## src/rtl/assert_macros.svh

```systemverilog
// Concurrent assertion helpers, clocked on aclk and disabled during reset.
`ifndef ASSERT_MACROS_SVH
`define ASSERT_MACROS_SVH

`ifndef SYNTHESIS

`define NPC_ASSERT(label, cond) \
    label: assert property (@(posedge aclk) disable iff (!aresetn) (cond)) \
        else $error("npc assertion failed");

`define NPC_ASSERT_NEXT(label, ante, cons) \
    label: assert property (@(posedge aclk) disable iff (!aresetn) (ante) |=> (cons)) \
        else $error("npc assertion failed");

`else

`define NPC_ASSERT(label, cond)
`define NPC_ASSERT_NEXT(label, ante, cons)

`endif

`endif

```

## src/rtl/npc_pkg.sv

```systemverilog
package npc_pkg;

    localparam int PALETTE_DEPTH = 16;
    localparam int IDX_W         = $clog2(PALETTE_DEPTH);
    localparam int CHAN_W        = 8;
    localparam int DIST_W        = 10;
    localparam int COUNT_W       = 5;

    localparam logic [DIST_W-1:0] DIST_START = DIST_W'(768);

    localparam logic ACT_LOAD = 1'b0;
    localparam logic ACT_MAP  = 1'b1;

    typedef struct packed {
        logic [CHAN_W-1:0] red;
        logic [CHAN_W-1:0] green;
        logic [CHAN_W-1:0] blue;
    } color_t;

    // search beat travelling down the cell row
    typedef struct packed {
        logic              valid;
        color_t            pixel;
        logic [IDX_W-1:0]  best_idx;
        color_t            best_color;
        logic [DIST_W-1:0] best_dist;
    } token_t;

    function automatic logic [CHAN_W-1:0] absdiff(input logic [CHAN_W-1:0] a,
                                                  input logic [CHAN_W-1:0] b);
        return (a >= b) ? (a - b) : (b - a);
    endfunction

endpackage

```

## src/rtl/npc_cell.sv

```systemverilog
module npc_cell
    import npc_pkg::*;
(
    input  logic             aclk,
    input  logic             aresetn,
    input  logic             advance,
    input  logic             wr_en,
    input  color_t           wr_color,
    input  logic [IDX_W-1:0] cell_index,
    input  logic             active,
    input  token_t           tok_in,
    output token_t           tok_out
);

    color_t            entry_reg;
    token_t            tok_reg;
    token_t            tok_next;
    logic [DIST_W-1:0] cell_dist;

    assign cell_dist = DIST_W'(absdiff(tok_in.pixel.red,   entry_reg.red))
                     + DIST_W'(absdiff(tok_in.pixel.green, entry_reg.green))
                     + DIST_W'(absdiff(tok_in.pixel.blue,  entry_reg.blue));

    always_comb begin
        tok_next = tok_in;
        // strict compare keeps the lowest index on ties
        if (active && (cell_dist < tok_in.best_dist)) begin
            tok_next.best_idx   = cell_index;
            tok_next.best_color = entry_reg;
            tok_next.best_dist  = cell_dist;
        end
    end

    always_ff @(posedge aclk) begin
        if (wr_en) begin
            entry_reg <= wr_color;
        end
    end

    always_ff @(posedge aclk) begin
        if (!aresetn) begin
            tok_reg <= '0;
        end else if (advance) begin
            tok_reg <= tok_next;
        end
    end

    assign tok_out = tok_reg;

endmodule

```

## src/rtl/nearest_palette_color.sv

```systemverilog
// Channel   Dir  Handshake          Payload
// s_        in   s_valid/s_ready    action, entry_index, red, green, blue
// m_        out  m_valid/m_ready    best_index, out_red/green/blue, distance
// cfg_      in   cfg_we             cfg_wdata (palette_count)
// A load beat writes its entry directly. A map beat walks the row of
// PALETTE_DEPTH cells, one cell per cycle while the row advances, then
// lands in the output register; every cell is walked whatever the
// count. One map is in flight at a time; s_ready is low meanwhile and
// rises with the capture, after which the next beat can be taken.
// A result held in the output register stalls the row only when the next
// result reaches its end. Reset clears the count to 1; palette is not reset.
`include "assert_macros.svh"

module nearest_palette_color
    import npc_pkg::*;
(
    input  logic               aclk,
    input  logic               aresetn,
    input  logic               cfg_we,
    input  logic [COUNT_W-1:0] cfg_wdata,
    input  logic               s_valid,
    output logic               s_ready,
    input  logic               s_action,
    input  logic [IDX_W-1:0]   s_entry_index,
    input  logic [CHAN_W-1:0]  s_red,
    input  logic [CHAN_W-1:0]  s_green,
    input  logic [CHAN_W-1:0]  s_blue,
    output logic               m_valid,
    input  logic               m_ready,
    output logic [IDX_W-1:0]   m_best_index,
    output logic [CHAN_W-1:0]  m_out_red,
    output logic [CHAN_W-1:0]  m_out_green,
    output logic [CHAN_W-1:0]  m_out_blue,
    output logic [DIST_W-1:0]  m_distance
);

    logic [COUNT_W-1:0]     palette_count_reg;
    logic                   busy_reg;
    logic                   out_valid_reg;
    token_t                 out_tok_reg;

    token_t                 chain [PALETTE_DEPTH+1];
    logic [PALETTE_DEPTH-1:0] tok_valid;
    color_t                 in_color;
    logic                   in_accept;
    logic                   load_beat;
    logic                   map_beat;
    logic                   capture;
    logic                   advance;

    assign s_ready   = !busy_reg;
    assign in_accept = s_valid && s_ready;
    assign load_beat = in_accept && (s_action == ACT_LOAD);
    assign map_beat  = in_accept && (s_action == ACT_MAP);
    assign in_color  = '{red: s_red, green: s_green, blue: s_blue};

    assign capture = chain[PALETTE_DEPTH].valid && (!out_valid_reg || m_ready);
    assign advance = !chain[PALETTE_DEPTH].valid || capture;

    always_comb begin
        chain[0]            = '0;
        chain[0].valid      = map_beat;
        chain[0].pixel      = in_color;
        chain[0].best_dist  = DIST_START;
    end

    for (genvar i = 0; i < PALETTE_DEPTH; i++) begin : g_cell
        logic wr_en;
        logic active;

        assign wr_en  = load_beat && (s_entry_index == IDX_W'(i));
        // entry 0 is always searched; counts beyond the depth saturate
        assign active = (i == 0) || (i < int'(palette_count_reg));
        assign tok_valid[i] = chain[i+1].valid;

        npc_cell u_cell (
            .aclk       (aclk),
            .aresetn    (aresetn),
            .advance    (advance),
            .wr_en      (wr_en),
            .wr_color   (in_color),
            .cell_index (IDX_W'(i)),
            .active     (active),
            .tok_in     (chain[i]),
            .tok_out    (chain[i+1])
        );
    end

    always_ff @(posedge aclk) begin
        if (!aresetn) begin
            palette_count_reg <= COUNT_W'(1);
            busy_reg          <= 1'b0;
            out_valid_reg     <= 1'b0;
        end else begin
            if (cfg_we) begin
                palette_count_reg <= cfg_wdata;
            end
            if (map_beat) begin
                busy_reg <= 1'b1;
            end else if (capture) begin
                busy_reg <= 1'b0;
            end
            if (capture) begin
                out_valid_reg <= 1'b1;
            end else if (m_ready) begin
                out_valid_reg <= 1'b0;
            end
        end
    end

    always_ff @(posedge aclk) begin
        if (capture) begin
            out_tok_reg <= chain[PALETTE_DEPTH];
        end
    end

    assign m_valid      = out_valid_reg;
    assign m_best_index = out_tok_reg.best_idx;
    assign m_out_red    = out_tok_reg.best_color.red;
    assign m_out_green  = out_tok_reg.best_color.green;
    assign m_out_blue   = out_tok_reg.best_color.blue;
    assign m_distance   = out_tok_reg.best_dist;

    `NPC_ASSERT(a_one_search, $countones(tok_valid) <= 1)
    `NPC_ASSERT(a_busy_tracks_row, busy_reg == (|tok_valid))
    `NPC_ASSERT_NEXT(a_dist_range, capture, m_valid && (m_distance <= DIST_W'(765)))

endmodule

```

## config.mk

```make
export PLATFORM = sky130hd
export DESIGN_NAME = nearest_palette_color
export DESIGN_NICKNAME = d
export VERILOG_FILES = /design/src/rtl/npc_pkg.sv /design/src/rtl/npc_cell.sv /design/src/rtl/nearest_palette_color.sv
export VERILOG_INCLUDE_DIRS = /design/src /design/src/rtl
export SDC_FILE = /design/constraint.sdc
export NUM_CORES = 2
export LEC_CHECK = 0
export BUFFER_PORTS_ARGS = -buffer_cell sky130_fd_sc_hd__clkbuf_2
export CORE_UTILIZATION = 55
export DETAILED_ROUTE_END_ITERATION = 8
export PLACE_DENSITY = 0.68
export SKIP_LAST_GASP = 1
export SYNTH_ARGS = -nofsm -noshare
export SYNTH_HDL_FRONTEND = slang
export SYNTH_SLANG_ARGS = --single-unit
```

## constraint.sdc

```tcl
create_clock -name aclk -period 7.4 [get_ports aclk]
set_input_delay 1.11 -clock aclk [delete_from_list [all_inputs] [get_ports aclk]]
set_output_delay 1.11 -clock aclk [all_outputs]
set_load 0.01 [all_outputs]
```

* Word-level counts from Yosys, hierarchy flattened
Index checks and enable logic that the tools add are counted.
Operators by class: $add $sub $neg 128, $lt $le $gt $ge 79, equal/unequal tests 15, mux-type cells 68, bitwise operators 1, reduce and logical (&&, ||, !) cells 43
Operators by type and width (count):
- 8-bit subtractor | 96
- 38-bit two-way mux | 15
- 8-bit greater-or-equal comparator | 48
- 8-bit two-way mux | 48
- 10-bit by 8-bit adder with 10-bit output | 16
- 10-bit less-than comparator | 15
- 8-bit by 8-bit adder with 9-bit output | 16
- 4-bit by 5-bit less-than comparator with 1-bit output, first input constant | 8
- 1-bit logical AND | 35
- 34-bit two-way mux | 1
- 4-bit equality test, second input constant | 8
- 3-bit by 5-bit less-than comparator with 1-bit output, first input constant | 4
- 4-bit by 3-bit equality test with 1-bit output, second input constant | 4
- 10-bit less-than comparator, second input constant | 1
- 2-bit by 5-bit less-than comparator with 1-bit output, first input constant | 2
- 4-bit by 2-bit equality test with 1-bit output, second input constant | 2
- 1-bit by 5-bit less-than comparator with 1-bit output, first input constant | 1
- 4-bit by 1-bit equality test with 1-bit output, second input constant | 1
- 4-bit zero test | 1
- 1-bit two-way mux | 4
- 2-bit nonzero test | 2
- 1-bit zero test | 3
- 1-bit logical OR | 2
- 1-bit NOT | 1
Storage, ports and cells: flip-flop bits (word level) 1413, input bits 39, output and inout port bits 40, logic and storage cells 531

* Depth between registers and ports, before layout
word-level depth 7, depth in mapped cells 32, gate-level depth less buffers 29

* Hierarchy
A second synthesis with hierarchy kept.
Second synthesis, totals: cell total of the unflattened synthesis 10401, area total of the unflattened synthesis 97816.3 sq um
Modules (own cells, without submodules):
- npc_cell at g_cell[2].u_cell ... | instances 4, cells each 634, area each 5994.5 sq um, sequential area each 1981.9 sq um
- npc_cell at g_cell[12].u_cell ... | instances 4, cells each 637, area each 5964.5 sq um, sequential area each 1981.9 sq um
- npc_cell at g_cell[0].u_cell ... | instances 2, cells each 661, area each 6112.1 sq um, sequential area each 1981.9 sq um
- npc_cell at g_cell[7].u_cell ... | instances 2, cells each 639, area each 5999.5 sq um, sequential area each 1981.9 sq um
- npc_cell at g_cell[6].u_cell | instances 1, cells each 661, area each 6064.6 sq um, sequential area each 1981.9 sq um
- npc_cell at g_cell[13].u_cell | instances 1, cells each 652, area each 6042.0 sq um, sequential area each 1981.9 sq um
- npc_cell at g_cell[11].u_cell | instances 1, cells each 639, area each 5989.5 sq um, sequential area each 1981.9 sq um
- npc_cell at g_cell[8].u_cell | instances 1, cells each 644, area each 5959.5 sq um, sequential area each 1981.9 sq um
- nearest_palette_color | instances 1, cells each 121, area each 1701.6 sq um, sequential area each 1281.2 sq um

* Least setup slack after synthesis
Ideal clock, no wire load.
path kind reg2reg, start reg g_cell[11].u_cell.tok_reg, in the netlist g_cell[11].u_cell.tok_out[54], end reg g_cell[12].u_cell.tok_reg, in the netlist g_cell[12].u_cell.tok_out[3], setup time 0.074 ns, arrival time 5.975 ns, required time 7.326 ns, slack 1.351 ns, cell stages (with the launch flop) 31, path buffers 3, period minus slack after synthesis 6.049 ns, cells stage by stage dfxtp_1 > inv_1 > ha_1 > inv_1 > fa_1 > a21o_1 > a21oi_1 > a31oi_1 > a211o_1 > clkbuf_1 > mux2_2 > inv_1 > fa_1 > nor2b_1 > o21ai_0 > nor2b_1 > xnor2_1 > ha_1 > a21oi_1 > o21ai_0 > a2111oi_0 > a21oi_1 > xor2_1 > inv_1 > ha_1 > a2111oi_0 > o21a_1 > buf_2 > buf_2 > nand3_1 > a31oi_1
On the way: word-level cells in the longest chain between the ends 7, elaborated cells between the ends (all ways) 9, classes of those cells add/sub (4); order compare (2); mux (2); reduce/logical (1)
Ends and longest elaborated chain:
- start: declaration | line npc_cell.sv:16 | token_t tok_reg;
- start signal: assignment | line npc_cell.sv:44 | tok_reg <= tok_next;
- 8-bit subtractor / 8-bit greater-or-equal comparator (equally long branches) | line npc_pkg.sv:31 | return (a >= b) ? (a - b) : (b - a);
- 8-bit two-way mux (*) | line npc_pkg.sv:31
- 8-bit by 8-bit adder with 9-bit output (*) | line npc_cell.sv:21 | + DIST_W'(absdiff(tok_in.pixel.green, entry_reg.green))
- 10-bit by 8-bit adder with 10-bit output (*) | line npc_cell.sv:22 | + DIST_W'(absdiff(tok_in.pixel.blue, entry_reg.blue));
- 10-bit less-than comparator | line npc_cell.sv:27 | if (active && (cell_dist < tok_in.best_dist)) begin
- 1-bit logical AND | line npc_cell.sv:27
- 38-bit two-way mux (*) | line npc_cell.sv:27
- end signal: assignment | line npc_cell.sv:44
- end: declaration | line npc_cell.sv:16
Mark *: on every way between the ends. The rest lies on a longest branch, timed or not. A chain may end at the register's enable or synchronous reset.

* Worst setup path after layout
start reg g_cell[12].u_cell.tok_reg, in the netlist g_cell[12].u_cell.tok_out[46], end reg g_cell[13].u_cell.tok_reg, in the netlist g_cell[13].u_cell.tok_out[16]
On the way: word-level cells in the longest chain between the ends 7, elaborated cells between the ends (all ways) 9, classes of those cells add/sub (4); order compare (2); mux (2); reduce/logical (1)
Ends and longest elaborated chain (line):
- 8-bit subtractor / 8-bit greater-or-equal comparator (equally long branches) | npc_pkg.sv:31
- 8-bit two-way mux (*) | npc_pkg.sv:31
- 8-bit by 8-bit adder with 9-bit output (*) | npc_cell.sv:21
- 10-bit by 8-bit adder with 10-bit output (*) | npc_cell.sv:22
- 10-bit less-than comparator (*) | npc_cell.sv:27
- 1-bit logical AND (*) | npc_cell.sv:27
- 38-bit two-way mux (*) | npc_cell.sv:27
- end signal: assignment | npc_cell.sv:44
- end: declaration | npc_cell.sv:16
Marked as above.

==> reports/metrics.csv <==
stage,metric,value,unit
status,status,"finished, final reports clean",
global_route,antenna_found_initial,23,
global_route,grt_first_pass_wirelength,459000,microns
routing,firstDrtPassIters,6,
setup_path,critPathMaxStageDelay,480,ps
synth,yosysWarnings,0,
clocking,htree_levels,4,
setup_path,crit_start,g_cell[12].u_cell.tok_out[46],
cells_and_area,drive_above_1_share,0.0538,
die,rows,152,
global_route,grt_pass1_vias,76163,
cells_and_area,fillers,15245,
setup_path,required,8060,ps
synth,syn_avg_cell_area,8.72,sq um
power,irDropWorstVdd,0.290,mV
setup_path,crit_path_end,g_cell[13].u_cell.tok_out[16],
cells_and_area,layout_common_cells,"1,190 x inv_1, 1,111 x ha_1, 1,081 x a21oi_1, 976 x dfxtp_1, 938 x o21ai_0",
global_route,gr-usage-all-layers,0.341,
setup_path,worst-path-stages,27,
sta,finalSetupTns,0,ps
clocking,cts_tree,built,
clocking,clock_latency,850,ps
cells_and_area,largest_register_ffs,969,
die,die_x,418,microns
clocking,post_cts_buffers,0,
power,leakagePower,41.8,nW
sta,rsz0062_at_grt,no,
clocking,clockRootBuffer,clkbuf_16,
synth,seq_area_frac_synth,0.339,
cells_and_area,utilization,0.600,
clocking,clk_pin_slew,60,ps
sta,skew,32.3,ps
setup_path,path_buf_inv,3,
power,power_density,226,nW/um^2
die,pin_count,79,
clocking,clkSinkCount,1398,
die,die_height,418,microns
sta,finalSetupViolCount,0,
routing,num_vias,79622,
routing,dr.first_iter.drc_count,7616,
setup_path,critPathSlowestCell,xnor2_1,
sta,hold_viol,0,
synth,synthesis.area,95100,sq um
setup_path,critPathKind,reg -> reg,
synth,yosys_register_bits,1398,
min_path,worstHoldPathType,reg -> reg,
die,die-area,175000,sq um
placement,gp_congestion,0.969,
routing,remaining_drc_errors,0,
flow_run,cap_violations,0,
sta,worst_pin_slew,1060,ps
routing,drt-total-wl,304000,microns
setup_path,crit_family,compound AO/OA/AOI/OAI gates,
clocking,hold_buffers,0,
setup_path,end_kind,flop,
synth,synthFlopType,dfxtp_1,
clocking,ctsResizeCount,0,
sta,period_needed,7040,ps
setup_path,reg2reg_to,g_cell[13].u_cell.tok_out[16],
routing,wire_per_inst,23.0,microns
clocking,cts_buffers,160,
sta,fin_crit_sh,0.951,
setup_path,cp_common_cell,ha_1,
global_route,grt_overflow,0,
cells_and_area,layout.nets,12006,
die,coreArea,172000,sq um
sta,relSlewSlack,0.291,
clocking,clk_path_buf_depth,3,
global_route,grt_max_degree,243,
synth,synth_edf_count,422,
setup_path,r2r_cells,27,
setup_path,arrival,7700,ps
setup_path,cp-start-kind,flop,
die,start_util,0.554,
synth,synthDistinctLibCells,83,
placement,hpwl,223000,microns
synth,syn_inst,10903,
placement,io_buffer_count,78,
cells_and_area,area_growth,8.35,%
sta,report.final.slew_viol_count,0,
cells_and_area,final_common_cell,inv_1,
synth,synthesis.nets,12181,
sta,max_freq,142,MHz
setup_path,cp_max_fo,19,
routing,viasPerCell,6.04,
routing,ant_nets,0,
synth,async_flop_share,0,
setup_path,r2r-start,g_cell[12].u_cell.tok_out[46],
setup_path,rrSetupSlack,360,ps
[layer usage]
metal,up-vias,global-route usage,routed length (microns)
li1,37889,-,-
met5,-,0,78
met4,12,0.145,13600
met3,581,0.0562,22100
met1,38442,0.454,130000
met2,2698,0.544,138000
[synthesized netlist by cell type, types with 83 or more instances]
| cell type | n | area share |
|---|---|---|
| inv_1 | 1191 | 0.047 |
| nor3_1 | 93 | 0.0049 |
| nand3_1 | 218 | 0.011 |
| o21bai_1 | 83 | 0.0066 |
| o21a_1 | 165 | 0.013 |
| nor2_1 | 508 | 0.020 |
| edfxtp_1 | 422 | 0.13 |
| o211ai_1 | 114 | 0.0090 |
| ha_1 | 1111 | 0.15 |
| fa_1 | 128 | 0.027 |
| xnor2_1 | 294 | 0.027 |
| nor2b_1 | 145 | 0.0095 |
| clkbuf_1 | 436 | 0.017 |
| mux2i_1 | 542 | 0.057 |
| xor2_1 | 172 | 0.016 |
| a31oi_1 | 268 | 0.018 |
| a21o_1 | 193 | 0.015 |
| o21ai_0 | 941 | 0.050 |
| a211oi_1 | 110 | 0.0087 |
| a21oi_1 | 1084 | 0.057 |
| dfxtp_1 | 976 | 0.21 |
| nand2_1 | 872 | 0.034 |
[logic make-up after synthesis]
logic type               share of synthesized area
XOR/XNOR                                    0.0429
multiplexers                                0.0627
AND/OR/NAND/NOR                              0.106
flip-flops                                   0.339
AO/OA/AOI/OAI                                0.207
adder cells (fa/ha/maj)                      0.173
buffers and inverters                       0.0702
[report_power, final]
group	internal, mW	switching (mW)
sequential	8.51	0.597
combinational	2.19	3.75
clock	4.73	3.47
[how the worst min path moves through the flow]
stage,from,endpoint,slack [ps],cells after the start
3_3_place_gp,g_cell[15].u_cell.tok_out[16],m_out_blue[6],410,0
2_1_floorplan,g_cell[15].u_cell.tok_out[34],m_best_index[0],400,0
3_5_place_dp,g_cell[15].u_cell.tok_out[20],m_out_green[2],420,0
5_1_grt,g_cell[15].u_cell.tok_out[27],m_out_red[1],440,0
4_1_cts,g_cell[15].u_cell.tok_out[27],m_out_red[1],420,0
6_report,g_cell[15].u_cell.tok_out[27],m_out_red[1],420,0
[through the flow]
| stage | setup slack [ps] | total power, mW | std cells | cell area [sq um] | hold slack, ps |
|---|---|---|---|---|---|
| 2_1_floorplan | 1350 | 12.9 | 10903 | 95100 | 403 |
| 3_3_place_gp | 627 | 14.9 | 12875 | 97600 | 412 |
| 3_5_place_dp | 553 | 15.0 | 12875 | 97600 | 415 |
| 4_1_cts | 523 | 23.2 | 13174 | 103000 | 424 |
| 5_1_grt | 24.0 | 24.2 | 13176 | 103000 | 442 |
| 6_report | 364 | 23.2 | 13186 | 103000 | 418 |
[worst register-to-register path, stage by stage, from the launching register on]
cell	delay (ps)
dfxtp_1	340
inv_1	70
ha_1	160
inv_1	50
fa_1	390
a21o_1	200
a21oi_1	240
a31oi_1	110
a211o_1	410
mux2i_1	190
xnor2_1	480
ha_1	390
a21oi_1	150
nor2b_1	60
a211oi_1	440
xnor2_1	140
ha_1	380
nor2_1	70
o31a_1	290
o21bai_1	170
a211oi_1	270
ha_1	360
a221oi_2	410
nand2_1	150
a21o_1	380
buf_4	310
nand3_1	170
a31oi_1	110
[final cells by class]
| cell class | instances | area (sq um) | area share |
|---|---|---|---|
| clock inverters | 69 | 688 | 0.00668 |
| diodes | 11 | 27.5 | 0.000267 |
| clock buffers | 230 | 4700 | 0.0456 |
| inverters | 1192 | 4480 | 0.0435 |
| multi-input cells | 7768 | 56400 | 0.548 |
| repair buffers | 208 | 1570 | 0.0152 |
| well taps | 2310 | 2890 | 0.0281 |
| flip-flops and latches | 1398 | 32200 | 0.313 |
No activity file was read; power rests on OpenSTA's default activity.
